[src/rtl/tolgq_pkg.sv]
// Shared types, codes and defaults for the timestamp-ordered lock grant queue.
package tolgq_pkg;

  localparam int NODES_DEF      = 16;
  localparam int STAMP_BITS_DEF = 32;
  localparam int ACTION_W       = 2;
  localparam int STAMP_IN_W     = 32;
  localparam int SENDER_W       = 4;
  localparam int ACCEPT_W       = 16;
  localparam int FAULT_W        = 2;

  localparam logic [ACTION_W-1:0] ACT_REQUEST = 2'd0;
  localparam logic [ACTION_W-1:0] ACT_ACCEPT  = 2'd1;
  localparam logic [ACTION_W-1:0] ACT_RELEASE = 2'd2;
  localparam logic [ACTION_W-1:0] ACT_UNKNOWN = 2'd3;

  localparam logic [FAULT_W-1:0] FAULT_NONE    = 2'd0;
  localparam logic [FAULT_W-1:0] FAULT_EMPTY   = 2'd1;
  localparam logic [FAULT_W-1:0] FAULT_UNKNOWN = 2'd2;

  typedef struct packed {
    logic [ACTION_W-1:0]   action;
    logic [STAMP_IN_W-1:0] stamp;
    logic [SENDER_W-1:0]   sender;
  } tolgq_in_t;

  typedef struct packed {
    logic                  grant_valid;
    logic [SENDER_W-1:0]   grant_to;
    logic [STAMP_IN_W-1:0] grant_stamp;
    logic [ACCEPT_W-1:0]   accept_total;
    logic [FAULT_W-1:0]    fault;
  } tolgq_out_t;

  typedef struct packed {
    logic rd_en;
    logic wr_en;
    logic clr_en;
  } tolgq_tbl_cmd_t;

endpackage

[src/rtl/tolgq_table.sv]
// Request table: entry memory with registered read and per-slot used bits.
module tolgq_table import tolgq_pkg::*; #(
  parameter int NODES      = NODES_DEF,
  parameter int STAMP_BITS = STAMP_BITS_DEF,
  localparam int IDX_W     = (NODES > 1) ? $clog2(NODES) : 1,
  localparam int WORD_W    = STAMP_BITS + SENDER_W
) (
  input  logic              clk_i,
  input  logic              rst_ni,
  input  tolgq_tbl_cmd_t    cmd_i,
  input  logic [IDX_W-1:0]  rd_addr_i,
  input  logic [IDX_W-1:0]  wr_addr_i,
  input  logic [WORD_W-1:0] wr_data_i,
  input  logic [IDX_W-1:0]  clr_addr_i,
  output logic [WORD_W-1:0] rd_data_o,
  output logic              rd_used_o
);

  logic [WORD_W-1:0] mem [NODES];
  logic [NODES-1:0]  used_q;
  logic              rd_used_q;
  logic [WORD_W-1:0] rd_data_q;

  always_ff @(posedge clk_i) begin
    if (cmd_i.wr_en) begin
      mem[wr_addr_i] <= wr_data_i;
    end
    if (cmd_i.rd_en) begin
      rd_data_q <= mem[rd_addr_i];
    end
  end

  always_ff @(posedge clk_i or negedge rst_ni) begin
    if (!rst_ni) begin
      used_q    <= '0;
      rd_used_q <= 1'b0;
    end else begin
      if (cmd_i.wr_en) begin
        used_q[wr_addr_i] <= 1'b1;
      end
      if (cmd_i.clr_en) begin
        used_q[clr_addr_i] <= 1'b0;
      end
      if (cmd_i.rd_en) begin
        rd_used_q <= used_q[rd_addr_i];
      end
    end
  end

  assign rd_data_o = rd_data_q;
  assign rd_used_o = rd_used_q;

endmodule

[src/rtl/timestamp_ordered_lock_grant_queue_core.sv]
// Top level of the timestamp-ordered lock grant queue: sequencer, head search, output register.
//
// Input channel in_*: one lock message per transaction (action, stamp, sender),
// accepted when in_valid_i is high and in_stall_o is low. Output channel out_*:
// exactly one result per message, held in an output register until taken
// (out_valid_o high and out_stall_i low).
// Request and release messages scan the request table one slot per cycle
// through a single memory read port and separate (stamp, sender) comparators
// for the head and the second head; such a message passes through the scan
// state and then the final state before its result is registered. Accept and
// unknown messages go straight to the final state. in_stall_o is high
// while a message is in work, and low again as soon as its result is loaded,
// so the next message may be accepted while that result waits.
// If the receiver stalls and the output register is still full when the next
// result is ready, the block holds that result and keeps in_stall_o high.
// Reset clears the table's used bits, the logical clock, the accept count and
// the output valid bit; the block is ready in the first cycle after reset.
module timestamp_ordered_lock_grant_queue_core import tolgq_pkg::*; #(
  parameter int NODES      = NODES_DEF,
  parameter int STAMP_BITS = STAMP_BITS_DEF
) (
  input  logic       clk_i,
  input  logic       rst_ni,
  input  logic       in_valid_i,
  output logic       in_stall_o,
  input  tolgq_in_t  in_data_i,
  output logic       out_valid_o,
  input  logic       out_stall_i,
  output tolgq_out_t out_data_o
);

  localparam int IDX_W  = (NODES > 1) ? $clog2(NODES) : 1;
  localparam int WORD_W = STAMP_BITS + SENDER_W;
  localparam int EXT_W  = (STAMP_BITS > STAMP_IN_W) ? STAMP_BITS : STAMP_IN_W;
  localparam logic [IDX_W-1:0] LAST_IDX = IDX_W'(NODES - 1);

  localparam logic [1:0] ST_IDLE = 2'd0;
  localparam logic [1:0] ST_SCAN = 2'd1;
  localparam logic [1:0] ST_FIN  = 2'd2;

  function automatic logic beats(input logic [STAMP_BITS-1:0] cs,
                                 input logic [SENDER_W-1:0]   cn,
                                 input logic [STAMP_BITS-1:0] bs,
                                 input logic [SENDER_W-1:0]   bn);
    return (cs < bs) || ((cs == bs) && (cn < bn));
  endfunction

  logic [1:0]            state_q, state_d;
  logic [ACTION_W-1:0]   act_q;
  logic [STAMP_BITS-1:0] stamp_q;
  logic [SENDER_W-1:0]   sender_q;
  logic [STAMP_BITS-1:0] clock_q, clock_d;
  logic [ACCEPT_W-1:0]   accept_q, accept_d;

  logic [IDX_W-1:0]      idx_q;
  logic                  issue_done_q;
  logic                  rd_vld_q;
  logic [IDX_W-1:0]      rd_idx_q;

  logic                  h1_vld_q;
  logic [STAMP_BITS-1:0] h1_stamp_q;
  logic [SENDER_W-1:0]   h1_snd_q;
  logic                  h2_vld_q;
  logic [STAMP_BITS-1:0] h2_stamp_q;
  logic [SENDER_W-1:0]   h2_snd_q;
  logic                  free_vld_q;
  logic [IDX_W-1:0]      free_idx_q;

  logic                  out_valid_q;
  tolgq_out_t            out_q, res;

  tolgq_tbl_cmd_t        tbl_cmd;
  logic [WORD_W-1:0]     rd_data;
  logic                  rd_used;
  logic [STAMP_BITS-1:0] ent_stamp;
  logic [SENDER_W-1:0]   ent_snd;

  logic [EXT_W-1:0]      in_stamp_ext, clk_ext;
  logic [STAMP_BITS-1:0] in_stamp;
  logic                  in_acc, fin_go, scan_last;
  logic                  grant;
  logic [SENDER_W-1:0]   grant_to;
  logic [STAMP_BITS-1:0] clock_inc;

  assign in_stamp_ext = EXT_W'(in_data_i.stamp);
  assign in_stamp     = in_stamp_ext[STAMP_BITS-1:0];
  assign in_acc       = in_valid_i && !in_stall_o;
  assign in_stall_o   = (state_q != ST_IDLE);
  assign fin_go       = (state_q == ST_FIN) && (!out_valid_q || !out_stall_i);
  assign scan_last    = rd_vld_q && (rd_idx_q == LAST_IDX);

  assign ent_stamp = rd_data[WORD_W-1:SENDER_W];
  assign ent_snd   = rd_data[SENDER_W-1:0];

  assign tbl_cmd.rd_en  = (state_q == ST_SCAN) && !issue_done_q;
  assign tbl_cmd.wr_en  = fin_go && (act_q == ACT_REQUEST) && free_vld_q;
  assign tbl_cmd.clr_en = (state_q == ST_SCAN) && rd_vld_q && rd_used &&
                          (act_q == ACT_RELEASE) && (ent_snd == sender_q);

  tolgq_table #(
    .NODES      (NODES),
    .STAMP_BITS (STAMP_BITS)
  ) u_table (
    .clk_i      (clk_i),
    .rst_ni     (rst_ni),
    .cmd_i      (tbl_cmd),
    .rd_addr_i  (idx_q),
    .wr_addr_i  (free_idx_q),
    .wr_data_i  ({stamp_q, sender_q}),
    .clr_addr_i (rd_idx_q),
    .rd_data_o  (rd_data),
    .rd_used_o  (rd_used)
  );

  assign clock_inc = (clock_q == '1) ? clock_q : clock_q + 1'b1;

  always_comb begin
    grant    = 1'b0;
    grant_to = sender_q;
    res      = '0;
    accept_d = accept_q;
    res.fault = FAULT_NONE;
    case (act_q)
      ACT_REQUEST: begin
        if (h1_vld_q) begin
          grant = (h1_snd_q == sender_q) ||
                  (free_vld_q && beats(stamp_q, sender_q, h1_stamp_q, h1_snd_q));
        end else begin
          grant = free_vld_q;
        end
      end
      ACT_ACCEPT: begin
        if (accept_q != '1) begin
          accept_d = accept_q + 1'b1;
        end
      end
      ACT_RELEASE: begin
        if (!h1_vld_q) begin
          res.fault = FAULT_EMPTY;
        end else begin
          grant    = (h1_snd_q == sender_q) && h2_vld_q;
          grant_to = h2_snd_q;
        end
      end
      default: begin
        res.fault = FAULT_UNKNOWN;
      end
    endcase
    clock_d = grant ? clock_inc : clock_q;
    clk_ext = EXT_W'(clock_d);
    res.accept_total = accept_d;
    if (grant) begin
      res.grant_valid = 1'b1;
      res.grant_to    = grant_to;
      res.grant_stamp = clk_ext[STAMP_IN_W-1:0];
    end
  end

  always_comb begin
    state_d = state_q;
    case (state_q)
      ST_IDLE: begin
        if (in_acc) begin
          if ((in_data_i.action == ACT_REQUEST) || (in_data_i.action == ACT_RELEASE)) begin
            state_d = ST_SCAN;
          end else begin
            state_d = ST_FIN;
          end
        end
      end
      ST_SCAN: begin
        if (scan_last) begin
          state_d = ST_FIN;
        end
      end
      ST_FIN: begin
        if (fin_go) begin
          state_d = ST_IDLE;
        end
      end
      default: begin
        state_d = ST_IDLE;
      end
    endcase
  end

  always_ff @(posedge clk_i or negedge rst_ni) begin
    if (!rst_ni) begin
      state_q      <= ST_IDLE;
      clock_q      <= '0;
      accept_q     <= '0;
      out_valid_q  <= 1'b0;
      issue_done_q <= 1'b0;
      rd_vld_q     <= 1'b0;
      idx_q        <= '0;
      h1_vld_q     <= 1'b0;
      h2_vld_q     <= 1'b0;
      free_vld_q   <= 1'b0;
    end else begin
      state_q  <= state_d;
      rd_vld_q <= tbl_cmd.rd_en;
      if (out_valid_q && !out_stall_i && !fin_go) begin
        out_valid_q <= 1'b0;
      end
      if (in_acc) begin
        if (in_stamp > clock_q) begin
          clock_q <= in_stamp;
        end
        idx_q        <= '0;
        issue_done_q <= 1'b0;
        h1_vld_q     <= 1'b0;
        h2_vld_q     <= 1'b0;
        free_vld_q   <= 1'b0;
      end
      if (tbl_cmd.rd_en) begin
        idx_q <= idx_q + 1'b1;
        if (idx_q == LAST_IDX) begin
          issue_done_q <= 1'b1;
        end
      end
      if ((state_q == ST_SCAN) && rd_vld_q) begin
        if (!rd_used && !free_vld_q) begin
          free_vld_q <= 1'b1;
        end
        if (rd_used && (!h1_vld_q || beats(ent_stamp, ent_snd, h1_stamp_q, h1_snd_q))) begin
          h1_vld_q <= 1'b1;
        end
        if (rd_used && (ent_snd != sender_q) &&
            (!h2_vld_q || beats(ent_stamp, ent_snd, h2_stamp_q, h2_snd_q))) begin
          h2_vld_q <= 1'b1;
        end
      end
      if (fin_go) begin
        clock_q     <= clock_d;
        accept_q    <= accept_d;
        out_valid_q <= 1'b1;
      end
    end
  end

  always_ff @(posedge clk_i) begin
    if (in_acc) begin
      act_q    <= in_data_i.action;
      stamp_q  <= in_stamp;
      sender_q <= in_data_i.sender;
    end
    if (tbl_cmd.rd_en) begin
      rd_idx_q <= idx_q;
    end
    if ((state_q == ST_SCAN) && rd_vld_q) begin
      if (!rd_used && !free_vld_q) begin
        free_idx_q <= rd_idx_q;
      end
      if (rd_used && (!h1_vld_q || beats(ent_stamp, ent_snd, h1_stamp_q, h1_snd_q))) begin
        h1_stamp_q <= ent_stamp;
        h1_snd_q   <= ent_snd;
      end
      if (rd_used && (ent_snd != sender_q) &&
          (!h2_vld_q || beats(ent_stamp, ent_snd, h2_stamp_q, h2_snd_q))) begin
        h2_stamp_q <= ent_stamp;
        h2_snd_q   <= ent_snd;
      end
    end
    if (fin_go) begin
      out_q <= res;
    end
  end

  assign out_valid_o = out_valid_q;
  assign out_data_o  = out_q;

  a_fault_no_grant : assert property (@(posedge clk_i) disable iff (!rst_ni)
    out_valid_o && (out_data_o.fault != FAULT_NONE) |-> !out_data_o.grant_valid)
    else $error("fault reported together with a grant");

  a_idle_fields_zero : assert property (@(posedge clk_i) disable iff (!rst_ni)
    out_valid_o && !out_data_o.grant_valid |->
      (out_data_o.grant_to == '0) && (out_data_o.grant_stamp == '0))
    else $error("grant fields nonzero without a grant");

  a_accept_monotonic : assert property (@(posedge clk_i) disable iff (!rst_ni)
    1'b1 |=> accept_q >= $past(accept_q))
    else $error("accept count decreased");

  a_read_in_scan : assert property (@(posedge clk_i) disable iff (!rst_ni)
    rd_vld_q |-> state_q == ST_SCAN)
    else $error("table read data outside of a scan");

endmodule
[config.mk]
export PLATFORM = sky130hd
export DESIGN_NAME = timestamp_ordered_lock_grant_queue_core
export DESIGN_NICKNAME = d
export VERILOG_FILES = /design/src/rtl/tolgq_pkg.sv /design/src/rtl/tolgq_table.sv /design/src/rtl/timestamp_ordered_lock_grant_queue_core.sv
export SDC_FILE = /design/constraint.sdc
export NUM_CORES = 1
export LEC_CHECK = 0
export BUFFER_PORTS_ARGS = -buffer_cell sky130_fd_sc_hd__buf_2
export CORE_ASPECT_RATIO = 1.5
export CORE_MARGIN = 1
export CORE_UTILIZATION = 38
export DETAILED_ROUTE_END_ITERATION = 12
export RECOVER_POWER = 50
export SYNTH_ARGS = -nofsm -noshare
export SYNTH_HDL_FRONTEND = slang
export SYNTH_SLANG_ARGS = --single-unit
[constraint.sdc]
create_clock -name clk_i -period 7.6 [get_ports clk_i]
set_clock_uncertainty 0.2 [all_clocks]
set_input_delay 0.38 -clock clk_i [delete_from_list [all_inputs] [get_ports clk_i]]
set_output_delay 0.38 -clock clk_i [all_outputs]
set_load 0.05 [all_outputs]
==> results of run 1 <==
[worst min path at each step]
stage	to	slack, ns	cells after the start
floorplan	accept_q[0]	-0.12	0
global placement	clock_q[3]	0.09	1
detailed placement	clock_q[2]	0.09	1
CTS	sender_q[2]	0.18	2
global route	sender_q[2]	0.21	2
finish	sender_q[0]	0.23	2
[registers in the layout, summed over array words and instances, names as in the netlist, 2 cells and up]
| name | flops |
|---|---|
| u_table.used_q | 16 |
| idx_q | 4 |
| clock_q | 32 |
| u_table.mem | 576 |
| h2_snd_q | 4 |
| h2_stamp_q | 32 |
| u_table.rd_data_o | 36 |
| free_idx_q | 4 |
| rd_idx_q | 4 |
| h1_stamp_q | 32 |
| stamp_q | 32 |
| h1_snd_q | 4 |
| act_q | 2 |
| out_data_o | 55 |
| state_q | 2 |
| accept_q | 16 |
| sender_q | 4 |
[cell usage in the layout, fill, tap and decap left out, types with 40 or more instances in the layout]
master         Yosys  routed
nand4_1           46      46
mux2_2            43      43
a21oi_1          102     101
dfrtp_1           77      74
clkbuf_16          0      75
a221oi_1          40      40
mux2i_1          112     112
nor2_1           113     100
clkbuf_1          65     106
inv_1            117     116
o21ai_0          110     109
dlygate4sd3_1      0      42
ha_1             141     141
edfxtp_1         785     785
mux4_2            74      74
nand2_1          121     121
[kinds of logic (layout without fill, tap and decap cells)]
kind of cell	count (synthesis)	count (layout)	share of synthesized area (%)
flops	862	862	69.1
fa+ha+maj	141	141	4.78
buf+inv	217	429	2.32
mux	229	229	8.87
compound gates	428	428	7.61
simple gates	459	459	6.21
xor+xnor	47	47	1.12
[per-layer routing]
| layer | up-vias | GRT usage, % | wire length, um |
|---|---|---|---|
| met1 | 11268 | 23.4 | 38100 |
| met5 | - | 0 | 0 |
| met2 | 852 | 37.3 | 52900 |
| li1 | 9647 | - | - |
| met4 | 0 | 8.58 | 3900 |
| met3 | 222 | 2.63 | 5030 |
[Yosys cell counts, drive strengths merged (10+ instances only)]
master	count
xor2	21
a31oi	12
a211oi	16
nand2	121
a21o	23
nand2b	17
xnor2	26
o21a	10
mux2i	112
nor2b	14
nor4	13
and3	13
inv	117
nand4	48
edfxtp	785
buf	34
clkbuf	65
a21oi	102
mux4	74
ha	141
nor3	36
a22oi	39
nor2	113
o21ai	110
nand3	40
mux2	43
dfrtp	77
a221oi	41
[power groups by stage]
stage	Combinational [mW]	Sequential (mW)	Clock, mW
finish	4.08	6.57	3.91
detailed placement	4.01	6.64	0
floorplan	2.80	6.47	0
global placement	3.92	6.62	0
CTS	4.04	6.55	3.99
global route	4.47	6.63	4.13
[layout make-up]
type	instances	area share [%]
repair buffers	177	2.53
multi-input cells	1304	25.6
flip-flops and latches	862	61.1
clock inverters	49	1.34
inverters	118	1.06
clock buffers	85	4.58
well taps	1269	3.80
[repair_timing]
action | 4_1_cts | 5_1_grt
hold buffers | 42 | 0
setup endpoints to repair | 0 | 0
hold endpoints to repair | 151 | 0
[metrics by stage]
step	cells	power, mW	setup WS, ns	utilization, %
after floorplan	2383	9.27	2.81	-
after global placement	3688	10.5	3.48	40.6
after detailed placement	3688	10.7	3.29	40.6
after CTS	3864	14.6	3.27	43.7
after global routing	3864	15.2	1.95	43.5
final	3864	14.6	2.41	43.5
[worst register-to-register path: cells and delay by family (launching register included)]
kind            cells  cell delay [ns]
buf+inv             1             2.69
mux                 2             0.99
compound gates      4             0.65
flops               1             0.54
==> flow_summary.ini, run 1 <==
[sta]
maxSlewViolCount = 249
slew-limit-headroom_pct = -159
post-route-period-util_pct = 68.2
fin_hold_ws_ns = 0.235
final-setup-viol-count = 0
hold_viol = 0
setup_tns_ns = 0
worst_slew_pin_slew_ns = 3.88
rsz0062_at_grt = no
fin_crit_ns = 5.19
fmax_mhz = 193

[logic_synthesis]
synth_top_area_cell = edfxtp_1
ys_seq_area_share_pct = 69.1
async_reset_ff_share_pct = 8.93
synth-main-ff-cell = edfxtp_1
ys_seq_elements = 862
synthDistinctLibCells = 79
avgSynthCellArea_um2 = 15.5
synth-edff-count = 785
synthTopCellsByArea = edfxtp_1 (64%), dfrtp_1 (5.2%), ha_1 (4.8%)
yosysWarningCount = 0
synth.top_cell.area_share_pct = 63.9
netlist_instances = 2383
syn-num-nets = 2566
netlist_area_um2 = 36900

[floorplanning]
initial_core_util_pct = 38.4
core_area_um2 = 96000
die_y_um = 384
die_w_um = 256
die-area_um2 = 98400
ios = 99
num_rows = 139

[place]
routabilityCongestion = 0.867
placed_area_um2 = 39000
hpwl_um = 60700
port-buffer-count = 98

[critical_path]
arrival_ns = 5.53
crit_family = buffers and inverters
reg2regPathDepth = 7
cp-end-kind = flip-flop
crit_required_ns = 7.94
rr_endpoint = u_table.rd_used_o
worst_setup_path_start_kind = flip-flop
r2r_start = idx_q[0]
critPathKind = reg2reg
critical_path_depth = 7
cpMaxStageDelayCell = clkbuf_2
r2r_slack_ns = 2.41
critical_path_buf_inv_count = 1
cp-endpoint = u_table.rd_used_o
critPathMaxFanout = 107
startpoint = idx_q[0]
path_cells = clkbuf_2 > mux2_2 > a21oi_1 > o21ai_0 > o22ai_1 > a21oi_1 > mux2_2
slowest_delay_ns = 2.68

[pwr]
p_comb_share_pct = 28.0
ir_drop_mv = 0.218
leakagePower_nw = 14.4
p_int_mw = 9.73
power_frac_seq_pct = 45.1
switching_power_mw = 4.83
clkPwrFrac_pct = 26.9
pwr_density_cell_nw_per_um2 = 349
sw_frac_of_total_pct = 33.2

[routing]
drcViolationCount = 0
vias = 21989
vias_per_cell = 5.69
detail_route.wl_per_cell_um = 25.8
final_antenna_net_count = 0
postRouteWirelength_um = 99800
first_pass_iters = 7
drt_iter0_markers = 1600

[final_layout]
syn_to_final_growth_pct = 13.2
register_area_um2 = 25500
diodes = 0
multi_input_area_um2 = 10700
fin_nets = 2721
drive_gt1_share_pct = 11.8
fin_area_um2 = 41800
fillerInstances = 8590

[clocking]
tritoncts = built
htree_num_levels = 3
root_buffer = clkbuf_16
clock_latency_ns = 0.67
clockBufferDepth = 3
cts_resized = 0
cts_buffers = 75
path_clk_slew_ns = 0.07
post_cts_buffers = 0
cts_sinks = 862

[grt]
grt_pass1_vias = 22619
grt_max_degree = 108
antenna_found_initial = 1
gr-total-overflow = 0
grt.total_usage_pct = 20.2
grt_pass1_wl_um = 146000

[flow_run]
maxCapViolations = 4

[min_path]
hp-class = in2reg
hp-start = in_data_i[0]

[status]
outcome = finished, violations left
failed_checks = max-capacitance violations, max-slew violations
No activity file was read; power rests on OpenSTA's default activity.
==> run 2, diff against run 1 <==
ABC_AREA = 1   (was unset)
clock period = 5.39 ns   (was 7.6 ns; I/O delays follow)
==> run 2 against run 1 <==
Net effect: register-to-register slack got worse by 1.8 ns; flip-flop and latch count stayed put; non-clock buffer count rose by 17; largest cell class unchanged; critical path type unchanged; total power rose by 36%; maximum frequency increased by 9.4%; largest power group unchanged; critical path depth down 2; synthesized cell count increased by 33%; clock-buffer cell count grew 8; the run still ends with max-capacitance violations, max-slew violations left; cell count is 20% higher.
==> flow_summary.ini, run 2 <==
[status]
outcome = finished, violations left
failed_checks = max-capacitance violations, max-slew violations

[clocking]
path_clk_slew_ns = 0.07
cts_buffers = 74
root_buffer = clkbuf_16
post_cts_buffers = 0
cts_resized = 0
cts_sinks = 862
clock_latency_ns = 0.64
ctsHoldBuffers = 43
htree_num_levels = 3
clockBufferDepth = 3
tritoncts = built

[min_path]
hp-class = in2reg

[routing]
detail_route.wl_per_cell_um = 22.4
vias_per_cell = 5.41
postRouteWirelength_um = 104000
drt_iter0_markers = 2057
first_pass_iters = 6
vias = 25095
drcViolationCount = 0
final_antenna_net_count = 0

[logic_synthesis]
synth-adder-area-share_pct = 4.73
syn-num-nets = 3356
synthTopCellsByArea = edfxtp_1 (63%), nand2_1 (6.2%), dfrtp_1 (5.2%)
synth-edff-count = 785
yosysMostFrequentCell = edfxtp_1
avgSynthCellArea_um2 = 11.7
netlist_instances = 3173
synth_common_cells = edfxtp_1 (785), nand2_1 (613), nor2_1 (279)
synth_simple_gate_area_share_pct = 13.1
netlist_area_um2 = 37300
ys_seq_elements = 862
synthXorXnorAreaFrac_pct = 0.400
synth.top_cell.area_share_pct = 63.3
synth_top_area_cell = edfxtp_1
yosysWarningCount = 0
synthMuxAreaShare_pct = 0
synthDistinctLibCells = 49
synth_top_family_by_area = simple AND/OR/NAND/NOR gates
synth_compound_gate_area_share_pct = 9.09
synth-main-ff-cell = edfxtp_1
async_reset_ff_share_pct = 8.93
ys_seq_area_share_pct = 68.4

[critical_path]
critPathKind = reg2reg
r2r_slack_ns = 0.65
worst_setup_path_start_kind = flip-flop
cp-end-kind = flip-flop
critPathMaxFanout = 48
arrival_ns = 5.03
crit_required_ns = 5.68

[floorplanning]
die_y_um = 386
core_area_um2 = 97000
num_rows = 140
die_w_um = 258
ios = 99
die-area_um2 = 99300
initial_core_util_pct = 38.4

[pwr]
pwr_density_cell_nw_per_um2 = 471
leakagePower_nw = 15.4
switching_power_mw = 7.12
ir_drop_mv = 0.579
clkPwrFrac_pct = 26.9
p_int_mw = 12.7
sw_frac_of_total_pct = 36.0
power_frac_seq_pct = 46.3
p_comb_share_pct = 26.8

[sta]
maxSlewViolCount = 342
slew-limit-headroom_pct = -169
fmax_mhz = 211
rsz0062_at_grt = no
final-setup-viol-count = 0
worst_slew_pin_slew_ns = 4.03
setup_tns_ns = 0
post-route-period-util_pct = 87.9
hold_viol = 0
fin_crit_ns = 4.74

[final_layout]
fin_util_pct = 43.3
syn_to_final_growth_pct = 12.7
largest_register_ffs = 576
layout_commonest_cell = edfxtp_1
largest-register = u_table.mem
fillerInstances = 9043
fin_nets = 3489
most-common-layout-cells = edfxtp_1 (785), nand2_1 (613), nor2_1 (262), o21ai_0 (262), inv_1 (252)
drive_gt1_share_pct = 6.69
diodes = 0

[grt]
grt_pass1_vias = 24470
antenna_found_initial = 0
grt_pass1_wl_um = 153000
grt_max_degree = 146
grt.total_usage_pct = 20.7
gr-total-overflow = 0

[place]
port-buffer-count = 98
hpwl_um = 61400
routabilityCongestion = 0.860

[flow_run]
maxCapViolations = 7
[run 2: worst paths after layout]
kind / startpoint / endpoint / cells past startpoint
setup / recovery: idx_q[3] / u_table.rd_used_o / 5
min in group asynchronous: rst_ni / accept_q[11] / 3
setup reg to reg: idx_q[3] / u_table.rd_used_o / 5
hold reg to reg: u_table.rd_data_o[4] / h2_stamp_q[0] / 0
max in group asynchronous: rst_ni / idx_q[0] / 3
hold / removal: in_data_i[2] / sender_q[2] / 2
[run 2: cells by family after synthesis]
logic type,after synthesis
compound gates,596
xor+xnor,17
fa+ha+maj,141
buf+inv,400
flops,862
simple gates,1157
[run 2: final cells by class]
cell class / instances / area (um2) / area share [%]
clock buffers: 93 / 1990 / 4.73
well taps: 1278 / 1600 / 3.81
inverters: 263 / 996 / 2.37
repair buffers: 194 / 1240 / 2.96
clock inverters: 41 / 353 / 0.840
flip-flops and latches: 862 / 25500 / 60.7
multi-input cells: 1911 / 10300 / 24.6
[run 2: power by group through the flow]
stage                     clock (mW)  combinational, mW  sequential (mW)
after floorplan                    0               3.36             9.27
after global placement             0               5.24             9.24
after detailed placement           0               5.31             9.24
after CTS                       5.38               5.37             9.11
after global routing            5.60               5.90             9.23
final                           5.31               5.31             9.16
[run 2: stage by stage]
stage	power (mW)	hold WS, ns	std cells	setup WS [ns]	cell area, um2
after floorplan	12.6	-0.226	3173	1.85	37300
after global placement	14.5	-0.0947	4465	1.40	39400
after detailed placement	14.6	-0.0904	4465	1.40	39400
after CTS	19.9	0.103	4642	1.37	42200
after global routing	20.7	0.133	4642	0.576	42000
final	19.8	0.157	4642	0.651	42000
[run 2: critical path, stage by stage (launching register included)]
cell,delay [ns]
dfrtp_2,0.35
clkbuf_1,2.69
o21ai_0,0.67
o22ai_1,0.44
nand2_1,0.07
o21ai_0,0.18
[run 2: metal layers]
metal  wire length (um)  GRT usage (%)  vias to the layer above
li1                   -              -                    11565
met1              40400           24.7                    12421
met2              53600           37.1                      930
met3               6360           3.00                      179
met4               3670           8.48                        0
met5                  0              0                        -
